## src/sv/periodic_task_slot_scheduler_defines.svh

```systemverilog
// Assertion macros shared by the periodic task slot scheduler RTL.
// Users must have clk and rst_n in scope; no other dependencies.
`ifndef PERIODIC_TASK_SLOT_SCHEDULER_DEFINES_SVH
`define PERIODIC_TASK_SLOT_SCHEDULER_DEFINES_SVH

// Consequent checked in the same cycle as the antecedent.
`define PTSS_ASSERT_SAME(lbl, ante, cons, msg) \
  lbl: assert property (@(posedge clk) disable iff (!rst_n) (ante) |-> (cons)) \
    else $error(msg);

// Consequent checked in the cycle after the antecedent.
`define PTSS_ASSERT_NEXT(lbl, ante, cons, msg) \
  lbl: assert property (@(posedge clk) disable iff (!rst_n) (ante) |=> (cons)) \
    else $error(msg);

`endif

```

## src/sv/ptss_pkg.sv

```systemverilog
// Shared types and constants for the periodic task slot scheduler.
// No dependencies; imported by every module of the block.
package ptss_pkg;

  localparam int MAX_TASKS = 16;
  localparam int IDX_W     = (MAX_TASKS > 1) ? $clog2(MAX_TASKS) : 1;
  localparam int CNT_W     = $clog2(MAX_TASKS + 1);

  localparam int Q_DEPTH = 2;
  localparam int Q_PW    = (Q_DEPTH > 1) ? $clog2(Q_DEPTH) : 1;
  localparam int Q_CW    = $clog2(Q_DEPTH + 1);

  localparam logic [2:0] FUNC_TICK   = 3'd0;
  localparam logic [2:0] FUNC_RUN    = 3'd1;
  localparam logic [2:0] FUNC_CREATE = 3'd2;
  localparam logic [2:0] FUNC_DELETE = 3'd3;
  localparam logic [2:0] FUNC_SETST  = 3'd4;
  localparam logic [2:0] FUNC_SETPER = 3'd5;

  localparam logic [1:0] KIND_STATUS = 2'd0;
  localparam logic [1:0] KIND_FIRED  = 2'd1;
  localparam logic [1:0] KIND_DONE   = 2'd2;

  localparam logic STAT_OK   = 1'b0;
  localparam logic STAT_FAIL = 1'b1;

  typedef struct packed {
    logic [2:0]  func;
    logic [7:0]  task_id;
    logic [15:0] period;
    logic        run_state;
  } in_t;

  typedef struct packed {
    logic [1:0] kind;
    logic [7:0] fired_id;
    logic       status;
    logic       last;
  } out_t;

  typedef enum logic [2:0] {
    OP_TICK,
    OP_RUN,
    OP_CREATE,
    OP_DELETE,
    OP_SETST,
    OP_SETPER,
    OP_BAD
  } op_t;

  typedef struct packed {
    op_t         op;
    logic [7:0]  task_id;
    logic [15:0] period;
    logic        run_state;
  } cmd_t;

  typedef struct packed {
    logic full;
    logic empty;
  } q_stat_t;

  typedef struct packed {
    logic [7:0]  id;
    logic [15:0] period;
    logic [15:0] countdown;
    logic        stopped;
  } entry_t;

endpackage

```

## src/sv/periodic_task_slot_scheduler.sv

```systemverilog
// Periodic task slot scheduler: a table of up to MAX_TASKS periodic tasks. A command word is
// taken when start is high and busy is low; results appear one per cycle on out_data, marked
// by out_strobe, and cannot be held off. Commands pass a two-word queue, so busy rises only
// when two commands wait behind the one in progress. An accepted command is written into the
// queue and reaches the table engine once it is idle. Create and unknown codes finish in the
// idle state. Tick and run walk all count entries, where count is the number of tasks (at most
// MAX_TASKS = 16), one entry per cycle, each updated from a registered read of the table memory.
// Delete, set state and set period walk the table up to the first match, or to its end if none
// matches; a delete then moves the last entry into the matching slot. The final word of a
// command is on the ports in the cycle after the engine finishes it. A run emits one word per
// firing task with a nonzero id and then a finished word; every other command gives one status
// word. All words of one command carry last only on the final one.
module periodic_task_slot_scheduler (
  input  logic           clk,
  input  logic           rst_n,
  input  logic           start,
  output logic           busy,
  input  ptss_pkg::in_t  in_data,
  output logic           out_strobe,
  output ptss_pkg::out_t out_data
);
  import ptss_pkg::*;

  q_stat_t q_stat;
  cmd_t    push_cmd;
  cmd_t    head;
  logic    push;
  logic    pop;

  ptss_front u_front (
    .start   (start),
    .busy    (busy),
    .in_data (in_data),
    .q_stat  (q_stat),
    .push    (push),
    .cmd     (push_cmd)
  );

  ptss_queue u_queue (
    .clk      (clk),
    .rst_n    (rst_n),
    .push     (push),
    .push_cmd (push_cmd),
    .pop      (pop),
    .head     (head),
    .q_stat   (q_stat)
  );

  ptss_back u_back (
    .clk        (clk),
    .rst_n      (rst_n),
    .q_stat     (q_stat),
    .q_head     (head),
    .pop        (pop),
    .out_strobe (out_strobe),
    .out_data   (out_data)
  );

endmodule

```

## src/sv/ptss_front.sv

```systemverilog
// Front end: accepts command words and decodes the function code.
// Depends on ptss_pkg; feeds ptss_queue.
module ptss_front (
  input  logic             start,
  output logic             busy,
  input  ptss_pkg::in_t    in_data,
  input  ptss_pkg::q_stat_t q_stat,
  output logic             push,
  output ptss_pkg::cmd_t   cmd
);
  import ptss_pkg::*;

  assign busy = q_stat.full;
  assign push = start && !q_stat.full;

  always_comb begin
    cmd.task_id   = in_data.task_id;
    cmd.period    = in_data.period;
    cmd.run_state = in_data.run_state;
    unique case (in_data.func)
      FUNC_TICK:   cmd.op = OP_TICK;
      FUNC_RUN:    cmd.op = OP_RUN;
      FUNC_CREATE: cmd.op = OP_CREATE;
      FUNC_DELETE: cmd.op = OP_DELETE;
      FUNC_SETST:  cmd.op = OP_SETST;
      FUNC_SETPER: cmd.op = OP_SETPER;
      default:     cmd.op = OP_BAD;
    endcase
  end

endmodule

```

## src/sv/ptss_queue.sv

```systemverilog
// Short command queue between the decoder and the table engine.
// Depends on ptss_pkg.
module ptss_queue (
  input  logic              clk,
  input  logic              rst_n,
  input  logic              push,
  input  ptss_pkg::cmd_t    push_cmd,
  input  logic              pop,
  output ptss_pkg::cmd_t    head,
  output ptss_pkg::q_stat_t q_stat
);
  import ptss_pkg::*;

  cmd_t            slot_r [Q_DEPTH];
  logic [Q_PW-1:0] wr_ptr_r, wr_ptr_nxt;
  logic [Q_PW-1:0] rd_ptr_r, rd_ptr_nxt;
  logic [Q_CW-1:0] cnt_r, cnt_nxt;

  assign head         = slot_r[rd_ptr_r];
  assign q_stat.full  = (cnt_r == Q_CW'(Q_DEPTH));
  assign q_stat.empty = (cnt_r == '0);

  always_comb begin
    wr_ptr_nxt = wr_ptr_r;
    rd_ptr_nxt = rd_ptr_r;
    cnt_nxt    = cnt_r;
    if (push) begin
      wr_ptr_nxt = (wr_ptr_r == Q_PW'(Q_DEPTH - 1)) ? '0 : wr_ptr_r + Q_PW'(1);
    end
    if (pop) begin
      rd_ptr_nxt = (rd_ptr_r == Q_PW'(Q_DEPTH - 1)) ? '0 : rd_ptr_r + Q_PW'(1);
    end
    if (push && !pop) begin
      cnt_nxt = cnt_r + Q_CW'(1);
    end else if (pop && !push) begin
      cnt_nxt = cnt_r - Q_CW'(1);
    end
  end

  always_ff @(posedge clk) begin
    if (!rst_n) begin
      wr_ptr_r <= '0;
      rd_ptr_r <= '0;
      cnt_r    <= '0;
    end else begin
      wr_ptr_r <= wr_ptr_nxt;
      rd_ptr_r <= rd_ptr_nxt;
      cnt_r    <= cnt_nxt;
    end
  end

  always_ff @(posedge clk) begin
    if (push) begin
      slot_r[wr_ptr_r] <= push_cmd;
    end
  end

endmodule

```

## src/sv/ptss_back.sv

```systemverilog
// Table engine: holds the task table and carries out queued commands.
// Depends on ptss_pkg and the assertion macros header.
`include "periodic_task_slot_scheduler_defines.svh"

module ptss_back (
  input  logic              clk,
  input  logic              rst_n,
  input  ptss_pkg::q_stat_t q_stat,
  input  ptss_pkg::cmd_t    q_head,
  output logic              pop,
  output logic              out_strobe,
  output ptss_pkg::out_t    out_data
);
  import ptss_pkg::*;

  typedef enum logic [2:0] {
    S_IDLE  = 3'b001,
    S_WALK  = 3'b010,
    S_DELRD = 3'b100
  } state_t;

  state_t           state_r, state_nxt;
  cmd_t             cmd_r, cmd_nxt;
  logic [CNT_W-1:0] count_r, count_nxt;
  logic [CNT_W-1:0] rd_idx_r, rd_idx_nxt;
  logic             dv_r, dv_nxt;
  logic [IDX_W-1:0] d_idx_r, d_idx_nxt;
  logic [IDX_W-1:0] match_r, match_nxt;
  logic             out_strobe_r, out_strobe_nxt;
  out_t             out_r, out_nxt;

  entry_t           mem [MAX_TASKS];
  entry_t           rdata_r;
  logic             rd_en, wr_en;
  logic [IDX_W-1:0] rd_addr, wr_addr;
  entry_t           wdata;
  logic             more;
  logic [CNT_W-1:0] last_cnt;

  function automatic out_t mk_out(logic [1:0] k, logic [7:0] id, logic st, logic lst);
    out_t o;
    o.kind     = k;
    o.fired_id = id;
    o.status   = st;
    o.last     = lst;
    return o;
  endfunction

  assign out_strobe = out_strobe_r;
  assign out_data   = out_r;
  assign more       = (rd_idx_r < count_r);
  assign last_cnt   = count_r - CNT_W'(1);

  always_comb begin
    state_nxt      = state_r;
    cmd_nxt        = cmd_r;
    count_nxt      = count_r;
    rd_idx_nxt     = rd_idx_r;
    dv_nxt         = 1'b0;
    d_idx_nxt      = d_idx_r;
    match_nxt      = match_r;
    out_strobe_nxt = 1'b0;
    out_nxt        = out_r;
    pop            = 1'b0;
    rd_en          = 1'b0;
    rd_addr        = rd_idx_r[IDX_W-1:0];
    wr_en          = 1'b0;
    wr_addr        = d_idx_r;
    wdata          = rdata_r;

    unique case (state_r)
      S_IDLE: begin
        if (!q_stat.empty) begin
          pop        = 1'b1;
          cmd_nxt    = q_head;
          rd_idx_nxt = '0;
          case (q_head.op)
            OP_CREATE: begin
              out_strobe_nxt = 1'b1;
              if (count_r < CNT_W'(MAX_TASKS)) begin
                wr_en           = 1'b1;
                wr_addr         = count_r[IDX_W-1:0];
                wdata.id        = q_head.task_id;
                wdata.period    = q_head.period;
                wdata.countdown = q_head.period;
                wdata.stopped   = 1'b0;
                count_nxt       = count_r + CNT_W'(1);
                out_nxt         = mk_out(KIND_STATUS, 8'd0, STAT_OK, 1'b1);
              end else begin
                out_nxt = mk_out(KIND_STATUS, 8'd0, STAT_FAIL, 1'b1);
              end
            end
            OP_BAD: begin
              out_strobe_nxt = 1'b1;
              out_nxt        = mk_out(KIND_STATUS, 8'd0, STAT_FAIL, 1'b1);
            end
            default: begin
              state_nxt = S_WALK;
            end
          endcase
        end
      end

      S_WALK: begin
        // Reads run one entry ahead of the entry being updated.
        if (more) begin
          rd_en      = 1'b1;
          rd_idx_nxt = rd_idx_r + CNT_W'(1);
          dv_nxt     = 1'b1;
          d_idx_nxt  = rd_idx_r[IDX_W-1:0];
        end
        if (dv_r) begin
          case (cmd_r.op)
            OP_TICK: begin
              if (rdata_r.countdown != 16'd0) begin
                wr_en           = 1'b1;
                wdata.countdown = rdata_r.countdown - 16'd1;
              end
            end
            OP_RUN: begin
              if (rdata_r.countdown == 16'd0 && !rdata_r.stopped) begin
                wr_en           = 1'b1;
                wdata.countdown = rdata_r.period;
                if (rdata_r.id != 8'd0) begin
                  out_strobe_nxt = 1'b1;
                  out_nxt        = mk_out(KIND_FIRED, rdata_r.id, STAT_OK, 1'b0);
                end
              end
            end
            default: begin
              if (rdata_r.id == cmd_r.task_id) begin
                dv_nxt = 1'b0;
                if (cmd_r.op == OP_DELETE) begin
                  // Fetch the last entry; it moves into the matching slot.
                  match_nxt = d_idx_r;
                  rd_en     = 1'b1;
                  rd_addr   = last_cnt[IDX_W-1:0];
                  state_nxt = S_DELRD;
                end else begin
                  wr_en = 1'b1;
                  if (cmd_r.op == OP_SETST) begin
                    wdata.stopped = cmd_r.run_state;
                  end else begin
                    wdata.period    = cmd_r.period;
                    wdata.countdown = cmd_r.period;
                  end
                  out_strobe_nxt = 1'b1;
                  out_nxt        = mk_out(KIND_STATUS, 8'd0, STAT_OK, 1'b1);
                  state_nxt      = S_IDLE;
                end
              end
            end
          endcase
        end else if (!more) begin
          out_strobe_nxt = 1'b1;
          state_nxt      = S_IDLE;
          case (cmd_r.op)
            OP_TICK: out_nxt = mk_out(KIND_STATUS, 8'd0, STAT_OK, 1'b1);
            OP_RUN:  out_nxt = mk_out(KIND_DONE, 8'd0, STAT_OK, 1'b1);
            default: out_nxt = mk_out(KIND_STATUS, 8'd0, STAT_FAIL, 1'b1);
          endcase
        end
      end

      S_DELRD: begin
        wr_en          = 1'b1;
        wr_addr        = match_r;
        wdata          = rdata_r;
        count_nxt      = last_cnt;
        out_strobe_nxt = 1'b1;
        out_nxt        = mk_out(KIND_STATUS, 8'd0, STAT_OK, 1'b1);
        state_nxt      = S_IDLE;
      end

      default: begin
        state_nxt = S_IDLE;
      end
    endcase
  end

  always_ff @(posedge clk) begin
    if (!rst_n) begin
      state_r      <= S_IDLE;
      count_r      <= '0;
      rd_idx_r     <= '0;
      dv_r         <= 1'b0;
      out_strobe_r <= 1'b0;
    end else begin
      state_r      <= state_nxt;
      count_r      <= count_nxt;
      rd_idx_r     <= rd_idx_nxt;
      dv_r         <= dv_nxt;
      out_strobe_r <= out_strobe_nxt;
    end
  end

  always_ff @(posedge clk) begin
    cmd_r   <= cmd_nxt;
    d_idx_r <= d_idx_nxt;
    match_r <= match_nxt;
    out_r   <= out_nxt;
  end

  always_ff @(posedge clk) begin
    if (rd_en) begin
      rdata_r <= mem[rd_addr];
    end
    if (wr_en) begin
      mem[wr_addr] <= wdata;
    end
  end

  `PTSS_ASSERT_SAME(a_count_range, 1'b1, count_r <= CNT_W'(MAX_TASKS), "task count out of range")
  `PTSS_ASSERT_SAME(a_fired_not_last, out_strobe_r && out_r.kind == KIND_FIRED, !out_r.last && out_r.status == STAT_OK, "fired word marked last or failed")
  `PTSS_ASSERT_NEXT(a_walk_ends_last, state_r == S_WALK && state_nxt == S_IDLE, out_strobe_r && out_r.last, "walk ended without a final word")
  `PTSS_ASSERT_NEXT(a_delete_status, state_r == S_DELRD, out_strobe_r && out_r.last && out_r.kind == KIND_STATUS && out_r.status == STAT_OK, "delete did not report ok")

endmodule
```

## config.mk

```make
export PLATFORM = sky130hd
export DESIGN_NAME = periodic_task_slot_scheduler
export DESIGN_NICKNAME = d
export VERILOG_FILES = /design/src/sv/ptss_pkg.sv /design/src/sv/periodic_task_slot_scheduler.sv /design/src/sv/ptss_front.sv /design/src/sv/ptss_queue.sv /design/src/sv/ptss_back.sv
export VERILOG_INCLUDE_DIRS = /design/src /design/src/sv
export SDC_FILE = /design/constraint.sdc
export NUM_CORES = 1
export LEC_CHECK = 0
export ABC_CLOCK_PERIOD_IN_PS = 5200
export BUFFER_PORTS_ARGS = -buffer_cell sky130_fd_sc_hd__buf_2
export CORE_MARGIN = 4
export CORE_UTILIZATION = 65
export CTS_BUF_LIST = sky130_fd_sc_hd__clkbuf_4
export CTS_CLUSTER_DIAMETER = 40
export DETAILED_ROUTE_END_ITERATION = 7
export PLACE_DENSITY = 0.86
export SLEW_MARGIN = 20
export SYNTH_ARGS = -nofsm -noshare
export SYNTH_HDL_FRONTEND = slang
export SYNTH_SLANG_ARGS = --single-unit
```

## constraint.sdc

```tcl
create_clock -name clk -period 5.2 [get_ports clk]
set_input_delay 0.78 -clock clk [delete_from_list [all_inputs] [get_ports clk]]
set_output_delay 0.78 -clock clk [all_outputs]
set_load 0.03 [all_outputs]
```

-- Word level (Yosys, flattened, before mapping)
Memories as Yosys holds them, arrays and structs flattened. A register that Yosys moved wholly into a read port is not among the register bits.
Index checks and enable logic that the tools add are counted.
- multipliers: 0
- div/mod/pow operators: 0
- eq/ne operators: 29
- reduce and logical (&&, ||, !) cells: 28
- add/sub/neg operators: 8
- magnitude comparators: 2
- mux-type cells: 91
- shift operators: 0
- bitwise operators: 2
- operators with widths (kind ; number):
    $mux W41 ; 3
    $mux W33 ; 3
    $mux W12 ; 7
    $pmux W12 S2 ; 3
    $pmux W33 S2 ; 1
    $mux W16 ; 3
    $pmux W12 S3 ; 1
    $mux W1 ; 35
    $mux W32 ; 1
    $mux W4 ; 8
    $pmux W16 S2 ; 1
    $mux W5 ; 5
    $mux W3 ; 7
    $pmux W5 S2 ; 2
    $pmux W3 S6 ; 1
    $logic_not A16 Y1 ; 1
    $ne A4 B4 Y1 const B ; 4
    $reduce_bool A16 Y1 ; 1
    $sub A16 B1 Y16 const B ; 1
    $eq A3 B2 Y1 const B ; 5
    $eq A3 B3 Y1 const B ; 5
    $ne A3 B3 Y1 const B ; 4
    $add A5 B1 Y5 const B ; 2
    $reduce_and A5 Y1 ; 2
    31 further kinds ; 54
- memories kept: 2
- bits in writable memories: 712
- ROM bits: 0
- flip-flop bits (word level): 67
- output and inout port bits: 14
- latch bits: 0
- memories (memory ; depth ; bits a word ; rd ports ; clocked after memory_dff ; write ports ; RTL line ; source):
    u_back.mem ; 16 ; 41 ; 1 ; 1 ; 1 ; ptss_back.sv:32 ; entry_t mem [MAX_TASKS];
    u_queue.slot_r ; 2 ; 28 ; 1 ; 1 ; 1 ; ptss_queue.sv:14 ; cmd_t slot_r [Q_DEPTH];

-- Longest topological paths before layout
- depth in word-level cells: 8
- depth in mapped cells: 12

-- Cells and area by module
From an unflattened synthesis, not the netlist that was laid out.
- cells, all modules: 1929
- area, all modules: 33030.4 sq um
- by module, submodules not included (module ; cells each ; area an instance (sq um) ; sequential area each (sq um) ; times used):
    ptss_back ; 1790 ; 30570.6 ; 22671.7 ; 1
    ptss_queue ; 109 ; 2243.4 ; 1781.7 ; 1
    ptss_front ; 30 ; 216.5 ; 0.0 ; 1

-- Worst setup path after synthesis
No wires, ideal clock.
- path kind: register -> register
- from: register u_back.state_r[2]
- to: memory u_back.mem[0][0] (netlist name) (enable)
- stages on the path, launching flop included: 9
- path slack: 0.738 ns
- arrival: 4.023 ns
- library setup time: 0.439 ns
- cells stage by stage: dfxtp_1 -> buf_2 -> nor3b_1 -> o21ai_1 -> nor4_2 -> nor2_1 -> a21o_1 -> or2_2 -> nor2_1
- longest elaborated chain between the ends: 4
- ends and longest elaborated chain (element ; RTL line ; source):
    start, declared ; ptss_back.sv:22 ; state_t state_r, state_nxt;
    start signal, assigned ; ptss_back.sv:189 ; state_r <= state_nxt;
    $eq A3 B3 Y1 (tied with other cells) ; ptss_back.sv:71 ; unique case (state_r)
    $pmux W1 S3 ; ptss_back.sv:71 ;
    $mux W1 ; ptss_back.sv:208 ; if (wr_en) begin
    $mux W1 (implied by the code) ; ptss_back.sv:209 ; mem[wr_addr] <= wdata;
    end, declared ; ptss_back.sv:32 ;
Parallel ways exist; a longest one is shown, timed or not.

-- Worst setup path after layout
- from: register u_back.rdata_r[36] (netlist name)
- to: register u_back.rdata_r[2] (netlist name)
- longest elaborated chain between the ends: 5
- ends and longest elaborated chain (element ; RTL line ; source):
    $eq A8 B8 Y1 * ; ptss_back.sv:131 ; if (rdata_r.id == cmd_r.task_id) begin
    $mux W4 / $mux W1 (equally long branches) ; ptss_back.sv:131 ;
    $mux W4 / $mux W1 (equally long branches) ; ptss_back.sv:113 ; case (cmd_r.op)
    $mux W4 / $mux W1 (equally long branches) ; ptss_back.sv:112 ; if (dv_r) begin
    $mux W4 / $mux W1 (equally long branches) ; ptss_back.sv:71 ;
Every way passes the cells marked *; elsewhere a longest branch is shown, timed or not.
A chain may end at the register's enable or synchronous reset.

==> flow_summary.json <==
{
  "root_buffer": "clkbuf_4",
  "grt_pass1_wl_mm": 127,
  "clockBufferDepth": 3,
  "cts_max_level": 4,
  "peakVddDrop_uv": 261,
  "cellPowerDensity_mw_per_mm2": 424,
  "crit_path_end_kind": "flip-flop",
  "post_cts_resized": 0,
  "start_util_pct": 65.8,
  "fill_cells": 2832,
  "dieHeight_um": 234,
  "avgRoutedWirePerCell_um": 28.6,
  "clkTransAtPathRegs_ns": 0.07,
  "period_needed_ns": 4.22,
  "post_cts_buffers": 0,
  "whs_path_depth": 2,
  "dr.pass1.iters": 7,
  "fin_crit_sh_pct": 81.1,
  "crit_fanout": 28,
  "tns_ns": 0,
  "netSwitchingPower_w": 0.00442,
  "ff2ff_setup_slack_ns": 0.98,
  "cts_sinks": 821,
  "syn_inst": 1998,
  "max_freq_mhz": 237,
  "die-area_sq_mm": 0.0546,
  "slew_headroom_pct": 27.3,
  "async_reset_ff_share_pct": 0,
  "final_cell_mix": "edfxtp_1 (801), mux2i_1 (336), clkbuf_4 (283)",
  "power_frac_seq_pct": 52.7,
  "grtUsageTotal_pct": 32.1,
  "drv_slew": 0,
  "synthDistinctLibCells": 76,
  "tightestPinTransition_ns": 1.09,
  "start_kind": "flip-flop",
  "rows": 82,
  "arrival_ns": 4.97,
  "drive_above_1_share_pct": 21.3,
  "rsz0062_at_grt": "no",
  "cts_tree": "built",
  "grt_pass1_vias": 20800,
  "gr-total-overflow": 0,
  "final_util_pct": 74.6,
  "route.vias.total": 20800,
  "io_buffers": 44,
  "drt_first_iter_violations": 3249,
  "area_growth_syn_to_layout_pct": 13.4,
  "hpwl_mm": 49.0,
  "die_w_um": 234,
  "swShare_pct": 27.8,
  "syn_area_sq_mm": 0.0331,
  "vias_per_cell": 6.75,
  "power_leakage_nw": 14.7,
  "grt_max_degree": 56,
  "drt-total-wl_mm": 87.9,
  "mostFrequentLayoutCell": "edfxtp_1",
  "io_pins": 45,
  "finalHoldViolations": 0,
  "syn_nets": 2039,
  "required_ns": 5.96,
  "antenna_found_initial": 3,
  "numCtsBuffers": 192,
  "synth_edf_count": 801,
  "combPwrFrac_pct": 14.0,
  "drv_cap": 0,
  "hold_path_end": "u_back.state_r[0]$_SDFFE_PN1P_",
  "avgSynthCellArea_sq_um": 16.6,
  "status": "finished clean",
  "synth_warnings": 0,
  "hp-start": "rst_n",
  "nNetsFinal": 2284,
  "globalplace.congestion": 0.986,
  "clock_latency_ns": 1.04,
  "ys.flop_type": "edfxtp_1",
  "yosysSeqAreaShare_pct": 73.9,
  "skew_ns": 0.101,
  "setup_viol": 0,
  "pwr-share-clk_pct": 33.3,
  "hold_class": "input pin to flip-flop",
  "p_int_w": 0.0115,
  "r2r_start": "u_back.rdata_r[36]$_DFFE_PP_",
  "synth_seq_cells": 821,
  "rr_endpoint": "u_back.rdata_r[2]$_DFFE_PP_",
  "core_area_sq_mm": 0.0503,
  "ctsHoldBuffers": 27,
  "route.detailed.drc": 0,
  "postRouteAntennaNets": 0,
  "r2r_cells": 9,
  "crit_type": "flip-flop to flip-flop"
}
-- worst max-delay path, cell delays in order (launching register included) --
cell      delay (ns)
edfxtp_1        0.45
xor2_1          0.23
or4_1           0.63
o31ai_2         0.48
and2_4          0.60
buf_12          0.28
buf_4           0.22
mux2i_1         0.31
o22ai_1         0.16
or4_1           0.60
-- worst max-delay path by stage --
| stage | startpoint | to | slack [ns] | cells after the start |
|---|---|---|---|---|
| after floorplan | u_back.state_r[2]$_SDFFE_PN0P_ | u_back.mem[0][0]$_DFFE_PP_ | 0.74 | 8 |
| after global routing | u_back.rdata_r[36]$_DFFE_PP_ | u_back.rdata_r[12]$_DFFE_PP_ | 0.85 | 8 |
| after CTS | u_back.rdata_r[36]$_DFFE_PP_ | u_back.rdata_r[2]$_DFFE_PP_ | 0.95 | 9 |
| final | u_back.rdata_r[36]$_DFFE_PP_ | u_back.rdata_r[2]$_DFFE_PP_ | 0.98 | 9 |
| after global placement | u_back.dv_r$_SDFF_PN0_ | u_back.rdata_r[27]$_DFFE_PP_ | 1.18 | 10 |
| after detailed placement | u_back.rdata_r[36]$_DFFE_PP_ | u_back.rdata_r[1]$_DFFE_PP_ | 1.07 | 9 |
-- cells in the mapped netlist, drive strengths merged, types with 10 or more instances --
cell type / number / share of area, %
nor4: 12 / 0.34
nand3: 20 / 0.32
a211oi: 13 / 0.30
a21oi: 42 / 0.64
ha: 10 / 0.38
clkbuf: 64 / 0.75
inv: 24 / 0.27
dfxtp: 20 / 1.2
edfxtp: 801 / 73
or4: 43 / 0.98
a31oi: 12 / 0.23
nor2: 58 / 0.66
buf: 43 / 1.0
and3: 21 / 0.40
o21ai: 37 / 0.56
o22ai: 164 / 3.1
nand2: 69 / 0.78
nor3: 14 / 0.23
and2: 16 / 0.30
mux2: 25 / 0.85
mux2i: 336 / 10
-- power by group through the flow --
stage | logic, W | clock network, W | registers (W)
after floorplan | 0.00119 | 0 | 0.00848
after global placement | 0.00196 | 0 | 0.00848
after detailed placement | 0.00207 | 0 | 0.00849
after CTS | 0.00210 | 0.00537 | 0.00836
after global routing | 0.00232 | 0.00573 | 0.00839
final | 0.00223 | 0.00530 | 0.00837
-- cell families (layout without fill, tap and decap cells) --
kind of cell             Yosys count  in the layout  synth area share, %
AO/OA/AOI/OAI                    354            354                 7.07
XOR/XNOR                          18             18                0.477
adder cells (fa/ha/maj)           10             10                0.378
multiplexers                     361            361                 11.0
buffers and inverters            132            534                 2.04
other                              0              4                    0
flip-flops                       821            821                 73.9
AND/OR/NAND/NOR                  302            302                 5.09
-- layer usage --
metal  track usage (%)  routed length (um)  vias to the layer above
li1                  -                   -                     8667
met1              42.6               31400                    10100
met2              50.2               41700                     1631
met3              8.90               11200                      320
met4              14.8                3590                        2
met5                 0                  10                        -
-- stage by stage --
step | total power, W | instances | hold slack (ns) | instance area [sq um] | setup WS [ns]
finish | 0.0159 | 3076 | 0.147 | 37500 | 0.985
global route | 0.0164 | 3076 | 0.0909 | 37500 | 0.854
CTS | 0.0158 | 3070 | 0.0536 | 37400 | 0.951
detailed placement | 0.0106 | 2692 | 0.451 | 34600 | 1.07
global placement | 0.0104 | 2692 | 0.439 | 34600 | 1.18
floorplan | 0.00968 | 1998 | 0.427 | 33100 | 0.738
-- state kept, by name, indices dropped and copies added, names as in the netlist, named ones only --
| register | count |
|---|---|
| u_back.state_r | 3 |
| u_back.out_strobe | 1 |
| u_queue.wr_ptr_r | 1 |
| u_back.match_r | 4 |
| u_queue.cnt_r | 2 |
| u_back.count_r | 5 |
| u_back.rdata_r | 41 |
| u_back.d_idx_r | 4 |
| u_back.rd_idx_r | 5 |
| u_back.cmd_r | 28 |
| u_back.dv_r | 1 |
| u_queue.slot_r | 56 |
| u_back.out_data | 12 |
| u_back.mem | 656 |
| u_queue.rd_ptr_r | 1 |
-- area by class of cell --
| class | instances | area [sq um] | share of cell area [%] |
|---|---|---|---|
| clock inverters | 69 | 433 | 1.15 |
| diodes | 4 | 10.0 | 0.0267 |
| flip-flops and latches | 821 | 24500 | 65.2 |
| inverters | 25 | 93.8 | 0.250 |
| well taps | 672 | 841 | 2.24 |
| multi-input cells | 1045 | 8250 | 22.0 |
| repair buffers | 158 | 1330 | 3.53 |
| clock buffers | 282 | 2120 | 5.64 |
No activity file was read; power rests on OpenSTA's default activity.
